==> src/sv/brq_pkg.sv <==
// Shared types, constants and codes for the byte ring queue.
package brq_pkg;

    // Queue geometry: a power of two from 2 to 256 slots.
    localparam int DEPTH  = 256;
    localparam int PTR_W  = (DEPTH > 1) ? $clog2(DEPTH) : 1;

    // Fixed field widths of the request and result transactions.
    localparam int REQ_W  = 3;
    localparam int BYTE_W = 8;
    localparam int AMT_W  = 8;
    localparam int CNT_W  = 8;

    typedef logic [PTR_W-1:0]  ptr_t;
    typedef logic [BYTE_W-1:0] byte_t;

    // Request codes.
    typedef enum logic [REQ_W-1:0] {
        REQ_PUT       = 3'd0,
        REQ_GET       = 3'd1,
        REQ_PEEK      = 3'd2,
        REQ_FLUSH     = 3'd3,
        REQ_FLUSH_ALL = 3'd4
    } req_t;

    // Controller states.
    typedef enum logic [1:0] {
        ST_CLEAR,
        ST_IDLE,
        ST_BUSY
    } state_t;

    // Result of one request, apart from the byte read from the store.
    typedef struct packed {
        logic ok;
        logic use_mem;
        ptr_t free_cnt;
        ptr_t pend_cnt;
    } res_t;

    // Store write port.
    typedef struct packed {
        logic  we;
        ptr_t  addr;
        byte_t data;
    } mem_wr_t;

    // Store read port.
    typedef struct packed {
        logic re;
        ptr_t addr;
    } mem_rd_t;

endpackage

==> src/sv/brq_ram.sv <==
// Generic single-write, single-read synchronous RAM with registered read data.
module brq_ram #(
    parameter int ADDR_W = 8,
    parameter int DATA_W = 8
) (
    input  logic              aclk,
    input  logic              we,
    input  logic [ADDR_W-1:0] waddr,
    input  logic [DATA_W-1:0] wdata,
    input  logic              re,
    input  logic [ADDR_W-1:0] raddr,
    output logic [DATA_W-1:0] rdata
);

    logic [DATA_W-1:0] mem [(2**ADDR_W)-1:0];
    logic [DATA_W-1:0] rdata_reg;

    // Write port.
    always_ff @(posedge aclk) begin
        if (we) begin
            mem[waddr] <= wdata;
        end
    end

    // Read port; data holds until the next read.
    always_ff @(posedge aclk) begin
        if (re) begin
            rdata_reg <= mem[raddr];
        end
    end

    assign rdata = rdata_reg;

endmodule

==> src/sv/brq_ctrl.sv <==
// Queue controller: pointers, request decode, store clearing and result staging.
module brq_ctrl (
    input  logic                        aclk,
    input  logic                        aresetn,
    input  logic                        s_valid,
    output logic                        s_ready,
    input  logic [brq_pkg::REQ_W-1:0]   s_req_type,
    input  logic [brq_pkg::BYTE_W-1:0]  s_data_byte,
    input  logic [brq_pkg::AMT_W-1:0]   s_amount,
    output logic                        res_valid,
    input  logic                        res_take,
    output brq_pkg::res_t               res,
    output brq_pkg::mem_wr_t            mem_wr,
    output brq_pkg::mem_rd_t            mem_rd
);

    brq_pkg::state_t state_reg, state_next;
    brq_pkg::ptr_t   wr_idx_reg, wr_idx_next;
    brq_pkg::ptr_t   rd_idx_reg, rd_idx_next;
    brq_pkg::ptr_t   clr_idx_reg, clr_idx_next;
    brq_pkg::res_t   res_reg, res_next;

    logic            in_fire;
    logic            clr_done;
    brq_pkg::ptr_t   pend_now;
    brq_pkg::ptr_t   free_now;
    brq_pkg::ptr_t   flush_amt;
    logic            req_ok;
    logic            req_use_mem;
    logic            put_we;
    logic            rd_re;
    brq_pkg::ptr_t   rd_addr;

    assign in_fire  = s_valid && s_ready;
    assign clr_done = (clr_idx_reg == brq_pkg::ptr_t'(brq_pkg::DEPTH - 1));

    // Occupancy before the request; one slot always stays empty.
    assign pend_now = brq_pkg::ptr_t'(wr_idx_reg - rd_idx_reg);
    assign free_now = brq_pkg::ptr_t'(rd_idx_reg - wr_idx_reg - brq_pkg::ptr_t'(1));

    // Flush count clamped to what is pending.
    always_comb begin
        if (s_amount > brq_pkg::AMT_W'(pend_now)) begin
            flush_amt = pend_now;
        end else begin
            flush_amt = s_amount[brq_pkg::PTR_W-1:0];
        end
    end

    // Request decode and pointer update.
    always_comb begin
        wr_idx_next = wr_idx_reg;
        rd_idx_next = rd_idx_reg;
        req_ok      = 1'b1;
        req_use_mem = 1'b0;
        put_we      = 1'b0;
        rd_re       = 1'b0;
        rd_addr     = rd_idx_reg;
        case (s_req_type)
            brq_pkg::REQ_PUT: begin
                if (free_now == '0) begin
                    req_ok = 1'b0;
                end else begin
                    put_we      = in_fire;
                    wr_idx_next = brq_pkg::ptr_t'(wr_idx_reg + brq_pkg::ptr_t'(1));
                end
            end
            brq_pkg::REQ_GET: begin
                if (pend_now == '0) begin
                    req_ok = 1'b0;
                end else begin
                    req_use_mem = 1'b1;
                    rd_re       = in_fire;
                    rd_idx_next = brq_pkg::ptr_t'(rd_idx_reg + brq_pkg::ptr_t'(1));
                end
            end
            brq_pkg::REQ_PEEK: begin
                req_use_mem = 1'b1;
                rd_re       = in_fire;
                rd_addr     = brq_pkg::ptr_t'(rd_idx_reg + s_amount[brq_pkg::PTR_W-1:0]);
            end
            brq_pkg::REQ_FLUSH: begin
                rd_idx_next = brq_pkg::ptr_t'(rd_idx_reg + flush_amt);
            end
            brq_pkg::REQ_FLUSH_ALL: begin
                rd_idx_next = wr_idx_reg;
            end
            default: begin
                req_ok = 1'b0;
            end
        endcase
    end

    // Result staging: counts after the request; clearing-pass index advance.
    always_comb begin
        res_next          = res_reg;
        clr_idx_next      = clr_idx_reg;
        if (in_fire) begin
            res_next.ok       = req_ok;
            res_next.use_mem  = req_use_mem;
            res_next.pend_cnt = brq_pkg::ptr_t'(wr_idx_next - rd_idx_next);
            res_next.free_cnt = brq_pkg::ptr_t'(rd_idx_next - wr_idx_next
                                                - brq_pkg::ptr_t'(1));
        end
        if (state_reg == brq_pkg::ST_CLEAR) begin
            clr_idx_next = brq_pkg::ptr_t'(clr_idx_reg + brq_pkg::ptr_t'(1));
        end
    end

    // Next state.
    always_comb begin
        state_next = state_reg;
        case (state_reg)
            brq_pkg::ST_CLEAR: begin
                if (clr_done) begin
                    state_next = brq_pkg::ST_IDLE;
                end
            end
            brq_pkg::ST_IDLE: begin
                if (in_fire) begin
                    state_next = brq_pkg::ST_BUSY;
                end
            end
            brq_pkg::ST_BUSY: begin
                if (res_take) begin
                    state_next = brq_pkg::ST_IDLE;
                end
            end
            default: begin
                state_next = brq_pkg::ST_CLEAR;
            end
        endcase
    end

    // State outputs and store ports.
    always_comb begin
        s_ready     = 1'b0;
        res_valid   = 1'b0;
        mem_wr.we   = put_we;
        mem_wr.addr = wr_idx_reg;
        mem_wr.data = s_data_byte;
        mem_rd.re   = rd_re;
        mem_rd.addr = rd_addr;
        case (state_reg)
            brq_pkg::ST_CLEAR: begin
                mem_wr.we   = 1'b1;
                mem_wr.addr = clr_idx_reg;
                mem_wr.data = '0;
            end
            brq_pkg::ST_IDLE: begin
                s_ready = 1'b1;
            end
            brq_pkg::ST_BUSY: begin
                res_valid = 1'b1;
            end
            default: begin
                s_ready = 1'b0;
            end
        endcase
    end

    assign res = res_reg;

    // Control registers.
    always_ff @(posedge aclk) begin
        if (!aresetn) begin
            state_reg   <= brq_pkg::ST_CLEAR;
            wr_idx_reg  <= '0;
            rd_idx_reg  <= '0;
            clr_idx_reg <= '0;
        end else begin
            state_reg   <= state_next;
            clr_idx_reg <= clr_idx_next;
            if (in_fire) begin
                wr_idx_reg <= wr_idx_next;
                rd_idx_reg <= rd_idx_next;
            end
        end
    end

    // Result payload register.
    always_ff @(posedge aclk) begin
        res_reg <= res_next;
    end

    // An accepted transaction is staged as a result in the next cycle.
    a_fire_to_result: assert property (@(posedge aclk) disable iff (!aresetn)
        in_fire |=> res_valid)
        else $error("accepted transaction did not produce a staged result");

    // A successful put grows the pending count by one.
    a_put_grows: assert property (@(posedge aclk) disable iff (!aresetn)
        (in_fire && s_req_type == brq_pkg::REQ_PUT && free_now != '0)
        |=> (pend_now == brq_pkg::ptr_t'($past(pend_now) + brq_pkg::ptr_t'(1))))
        else $error("put did not advance the write pointer");

    // Flush-all leaves the queue empty.
    a_flush_all_empty: assert property (@(posedge aclk) disable iff (!aresetn)
        (in_fire && s_req_type == brq_pkg::REQ_FLUSH_ALL) |=> (pend_now == '0))
        else $error("flush-all left bytes pending");

    // A flush never drops more than was pending.
    a_flush_clamp: assert property (@(posedge aclk) disable iff (!aresetn)
        (in_fire && s_req_type == brq_pkg::REQ_FLUSH)
        |=> (pend_now <= $past(pend_now)))
        else $error("flush underflowed the queue");

    // The clearing pass sweeps one entry per cycle.
    a_clear_sweep: assert property (@(posedge aclk) disable iff (!aresetn)
        (state_reg == brq_pkg::ST_CLEAR && !clr_done)
        |=> (clr_idx_reg == brq_pkg::ptr_t'($past(clr_idx_reg) + brq_pkg::ptr_t'(1))))
        else $error("clearing pass skipped an entry");

endmodule

==> src/sv/byte_ring_queue_peek_flush.sv <==
// Top level of the byte ring queue with peek and flush.
//
// Requests arrive on the s_ channel (s_req_type, s_data_byte, s_amount) and
// each produces exactly one result on the m_ channel (m_ok, m_data_out,
// m_free_count, m_pending_count), in order. Both channels use valid/ready.
// Request codes: put, get, peek at an offset, flush a count, flush all.
// The queue holds at most DEPTH-1 bytes; every result carries the free and
// pending counts after its request.
// In the accept cycle pointers are updated and the store is written or read;
// the result is then staged in the controller and moves to the output register
// together with the registered read data of the store.
// A new request is accepted once the previous result has moved to the output
// register, also while that register still holds it waiting for m_ready.
// While the receiver stalls, at most one more result is staged inside the
// controller and s_ready stays low until it moves to the output register.
// After reset the store is cleared to zero, one entry per cycle, across all
// DEPTH (256) entries; s_ready stays low during that pass.
module byte_ring_queue_peek_flush (
    input  logic                        aclk,
    input  logic                        aresetn,
    input  logic                        s_valid,
    output logic                        s_ready,
    input  logic [brq_pkg::REQ_W-1:0]   s_req_type,
    input  logic [brq_pkg::BYTE_W-1:0]  s_data_byte,
    input  logic [brq_pkg::AMT_W-1:0]   s_amount,
    output logic                        m_valid,
    input  logic                        m_ready,
    output logic                        m_ok,
    output logic [brq_pkg::BYTE_W-1:0]  m_data_out,
    output logic [brq_pkg::CNT_W-1:0]   m_free_count,
    output logic [brq_pkg::CNT_W-1:0]   m_pending_count
);

    logic                  res_valid;
    logic                  res_take;
    brq_pkg::res_t         res;
    brq_pkg::mem_wr_t      mem_wr;
    brq_pkg::mem_rd_t      mem_rd;
    brq_pkg::byte_t        mem_rdata;

    logic                  m_valid_reg, m_valid_next;
    logic                  ok_reg;
    brq_pkg::byte_t        data_reg;
    logic [brq_pkg::CNT_W-1:0] free_reg;
    logic [brq_pkg::CNT_W-1:0] pend_reg;

    brq_ctrl u_ctrl (
        .aclk        (aclk),
        .aresetn     (aresetn),
        .s_valid     (s_valid),
        .s_ready     (s_ready),
        .s_req_type  (s_req_type),
        .s_data_byte (s_data_byte),
        .s_amount    (s_amount),
        .res_valid   (res_valid),
        .res_take    (res_take),
        .res         (res),
        .mem_wr      (mem_wr),
        .mem_rd      (mem_rd)
    );

    brq_ram #(
        .ADDR_W (brq_pkg::PTR_W),
        .DATA_W (brq_pkg::BYTE_W)
    ) u_ram (
        .aclk  (aclk),
        .we    (mem_wr.we),
        .waddr (mem_wr.addr),
        .wdata (mem_wr.data),
        .re    (mem_rd.re),
        .raddr (mem_rd.addr),
        .rdata (mem_rdata)
    );

    // A staged result moves out when the output register is empty or drains.
    assign res_take = res_valid && (!m_valid_reg || m_ready);

    always_comb begin
        m_valid_next = m_valid_reg;
        if (res_take) begin
            m_valid_next = 1'b1;
        end else if (m_ready) begin
            m_valid_next = 1'b0;
        end
    end

    always_ff @(posedge aclk) begin
        if (!aresetn) begin
            m_valid_reg <= 1'b0;
        end else begin
            m_valid_reg <= m_valid_next;
        end
    end

    // Output payload register.
    always_ff @(posedge aclk) begin
        if (res_take) begin
            ok_reg   <= res.ok;
            data_reg <= res.use_mem ? mem_rdata : '0;
            free_reg <= brq_pkg::CNT_W'(res.free_cnt);
            pend_reg <= brq_pkg::CNT_W'(res.pend_cnt);
        end
    end

    assign m_valid         = m_valid_reg;
    assign m_ok            = ok_reg;
    assign m_data_out      = data_reg;
    assign m_free_count    = free_reg;
    assign m_pending_count = pend_reg;

endmodule
==> config.mk <==
export PLATFORM = sky130hd
export DESIGN_NAME = byte_ring_queue_peek_flush
export DESIGN_NICKNAME = d
export VERILOG_FILES = /design/src/sv/brq_pkg.sv /design/src/sv/brq_ram.sv /design/src/sv/brq_ctrl.sv /design/src/sv/byte_ring_queue_peek_flush.sv
export SDC_FILE = /design/constraint.sdc
export NUM_CORES = 2
export LEC_CHECK = 0
export CAP_MARGIN = 20
export CORE_ASPECT_RATIO = 1.25
export CORE_MARGIN = 2
export CORE_UTILIZATION = 39
export DETAILED_ROUTE_END_ITERATION = 7
export DONT_BUFFER_PORTS = 1
export GPL_TIMING_DRIVEN = 1
export MAX_ROUTING_LAYER = met4
export SLEW_MARGIN = 15
export SYNTH_ARGS = -nofsm -noshare
export SYNTH_HDL_FRONTEND = slang
export SYNTH_SLANG_ARGS = --single-unit
==> constraint.sdc <==
create_clock -name aclk -period 8.3 [get_ports aclk]
set_input_delay 1.66 -clock aclk [delete_from_list [all_inputs] [get_ports aclk]]
set_output_delay 1.66 -clock aclk [all_outputs]
set_load 0.005 [all_outputs]
==> impl_metrics.env <==
export IMPL_path_clk_slew_ns=0.07
export IMPL_cts_tree="done"
export IMPL_ys_top_cells_by_area="edfxtp_1 72%, nand2_1 8.9%, nand3_1 4.2%"
export IMPL_vias=56900
export IMPL_synth_top_area_cell="edfxtp_1"
export IMPL_timing_final_crit_share_pct=86.1
export IMPL_synth_avg_cell_area_sq_um=12.5
export IMPL_placed_area_sq_mm=0.0909
export IMPL_ys_warnings_count=0
export IMPL_synth_common_cells="2099 x edfxtp_1, 2089 x nand2_1, 743 x nand3_1"
export IMPL_synth_nets=7086
export IMPL_grt_first_pass_wirelength_um=370000
export IMPL_cts_buffer_depth=4
export IMPL_place_ws_ns=1.25
export IMPL_synthCells=7009
export IMPL_slowest_stage="fa_1"
export IMPL_yosysTopAreaCellShare_pct=71.9
export IMPL_post_route_cell_area_sq_mm=0.0970
export IMPL_die_height_um=534
export IMPL_fmax_mhz=140
export IMPL_num_io_pins=50
export IMPL_worstPathMaxFanout=14
export IMPL_via_per_inst=5.70
export IMPL_worstMarginPinSlew_ns=1.41
export IMPL_netlist_cell_type_count=77
export IMPL_die_area_sq_mm=0.229
export IMPL_synth_seq_cells=2126
export IMPL_timing_setup_tns_ns=0
export IMPL_finalHoldViolations=0
export IMPL_p_total_mw=21.1
export IMPL_synth_most_common_cell="edfxtp_1"
export IMPL_status="finished, final reports clean"
export IMPL_worstSetupPathType="reg2reg"
export IMPL_wl_per_cell_um=25.5
export IMPL_ys_async_sr_fraction_pct=0
export IMPL_yosysSeqAreaShare_pct=72.5
export IMPL_h_tree_depth=4
export IMPL_layout_drive_gt1_share_pct=6.61
export IMPL_totalWireLength_um=254000
export IMPL_portBuffers=0
export IMPL_routabilityCongestion=0.917
export IMPL_postCtsHoldBufs=0
export IMPL_yosys_most_used_dff="edfxtp_1"
export IMPL_required_ns=8.80
export IMPL_firstDrtPassIters=7
export IMPL_crit_arrival_ns=7.64
export IMPL_layout_cells_non_filler=9977
export IMPL_cts_buffers=199
export IMPL_syn_to_final_growth_pct=10.6
export IMPL_vdd_drop_max_mv=0.173
export IMPL_coreArea_sq_mm=0.224
export IMPL_drtIter0Drc=6128
export IMPL_grt_max_degree=193
export IMPL_clock_latency_ns=0.86
export IMPL_hold_ws_ns=0.417
export IMPL_drc_errors=0
export IMPL_power_density_mw_per_mm2=218
export IMPL_num_rows=194
export IMPL_critPathLaunchType="register"
export IMPL_place_inst=9615
export IMPL_grt_total_usage_pct=22.2
export IMPL_nNetsFinal=6955
export IMPL_largest_register_ffs=2048
export IMPL_postLayoutCoreUtil_pct=43.4
export IMPL_cp_common_cell="a21oi_1"
export IMPL_start_util_pct=39.2
export IMPL_drv_cap=0
export IMPL_cts_sinks=2126
export IMPL_rsz0062_at_grt="false"
export IMPL_synthesis_area_sq_mm=0.0877
export IMPL_overflow=0
export IMPL_synth_edf_count=2099
export IMPL_drtAntennaViolNets=0
export IMPL_post_cts_resized=0
export IMPL_min_period_ns=7.14
export IMPL_dp_hpwl_um=152000
export IMPL_p_leak_nw=33.4
export IMPL_cpPeakStageDelay_ns=0.44
export IMPL_slew_viol_final=0
export IMPL_die_x_um=428
export IMPL_cp_end_kind="register"
export IMPL_min_delay_path_class="reg2reg"
export IMPL_relSlewSlack_pct=6.16
export IMPL_layout_setup_ws_ns=1.16
export IMPL_cts_root_buf="clkbuf_16"
export IMPL_post_cts_setup_buffers=0
export IMPL_finalClockSkew_ns=0.0808
export IMPL_antenna_found_initial=12
export IMPL_grt_pass1_vias=53700
export IMPL_setup_viol=0
logic make-up after synthesis:
| group | Yosys count | synth area share [%] |
|---|---|---|
| compound gates | 699 | 5.82 |
| xor+xnor | 46 | 0.459 |
| fa+ha+maj | 54 | 0.804 |
| buf+inv | 527 | 2.79 |
| flops | 2126 | 72.5 |
| mux | 34 | 0.445 |
| simple gates | 3523 | 17.2 |
final timing paths:
check,start,end,slack [ns],depth (start not counted)
setup / recovery,u_ctrl.wr_idx_reg[0],u_ctrl.res[7],1.16,34
setup reg to reg,u_ctrl.wr_idx_reg[0],u_ctrl.res[7],1.16,34
hold / removal,u_ctrl.res[6],m_pending_count[6],0.42,0
hold reg to reg,u_ctrl.res[6],m_pending_count[6],0.42,0
report_power, final:
group / total (mW) / leakage (nW) / switching [mW] / internal (mW)
Sequential: 11.6 / 21.1 / 0.00600 / 11.6
Clock: 8.81 / 2.97 / 3.94 / 4.87
Combinational: 0.686 / 9.35 / 0.494 / 0.192
placed cells by master (no fill, tap or decap), drive strengths merged, types with 28 or more instances in the layout:
master	count
edfxtp	2099
a211oi	28
ha	50
nand2	2089
clkbuf	245
a311oi	130
nor2	319
inv	52
a21oi	78
a32oi	61
nand3	743
and3	215
a31oi	194
nor3	30
clkinv	88
buf	144
o21ai	47
xnor2	34
a32o	30
mux2i	30
area by class of cell:
cell class,count,area [sq um]
Fill cell,20100,127000
Sequential cell,2126,63600
Multi-Input combinational cell,4356,21900
Clock buffer,244,5190
Tap cell,2940,3680
Timing Repair Buffer,145,1560
Clock inverter,112,930
Inverter,50,188
Antenna cell,4,10.0
critical path, delay by kind of cell, from the launching register on:
kind | cells | cell delay, ns
flops | 1 | 0.41
fa+ha+maj | 6 | 2.04
compound gates | 15 | 2.77
simple gates | 5 | 0.62
xor+xnor | 3 | 0.34
buf+inv | 5 | 0.67
per-layer routing:
metal	GRT usage (%)	part of all wire [%]	wire length (um)	up-vias
li1	-	-	-	25400
met1	27.3	39	98000	28600
met2	36.5	49	125000	2332
met3	3.07	7.3	18500	530
met4	10.1	4.9	12500	0
met5	-	0	0	-
No activity file was read; power rests on OpenSTA's default activity.
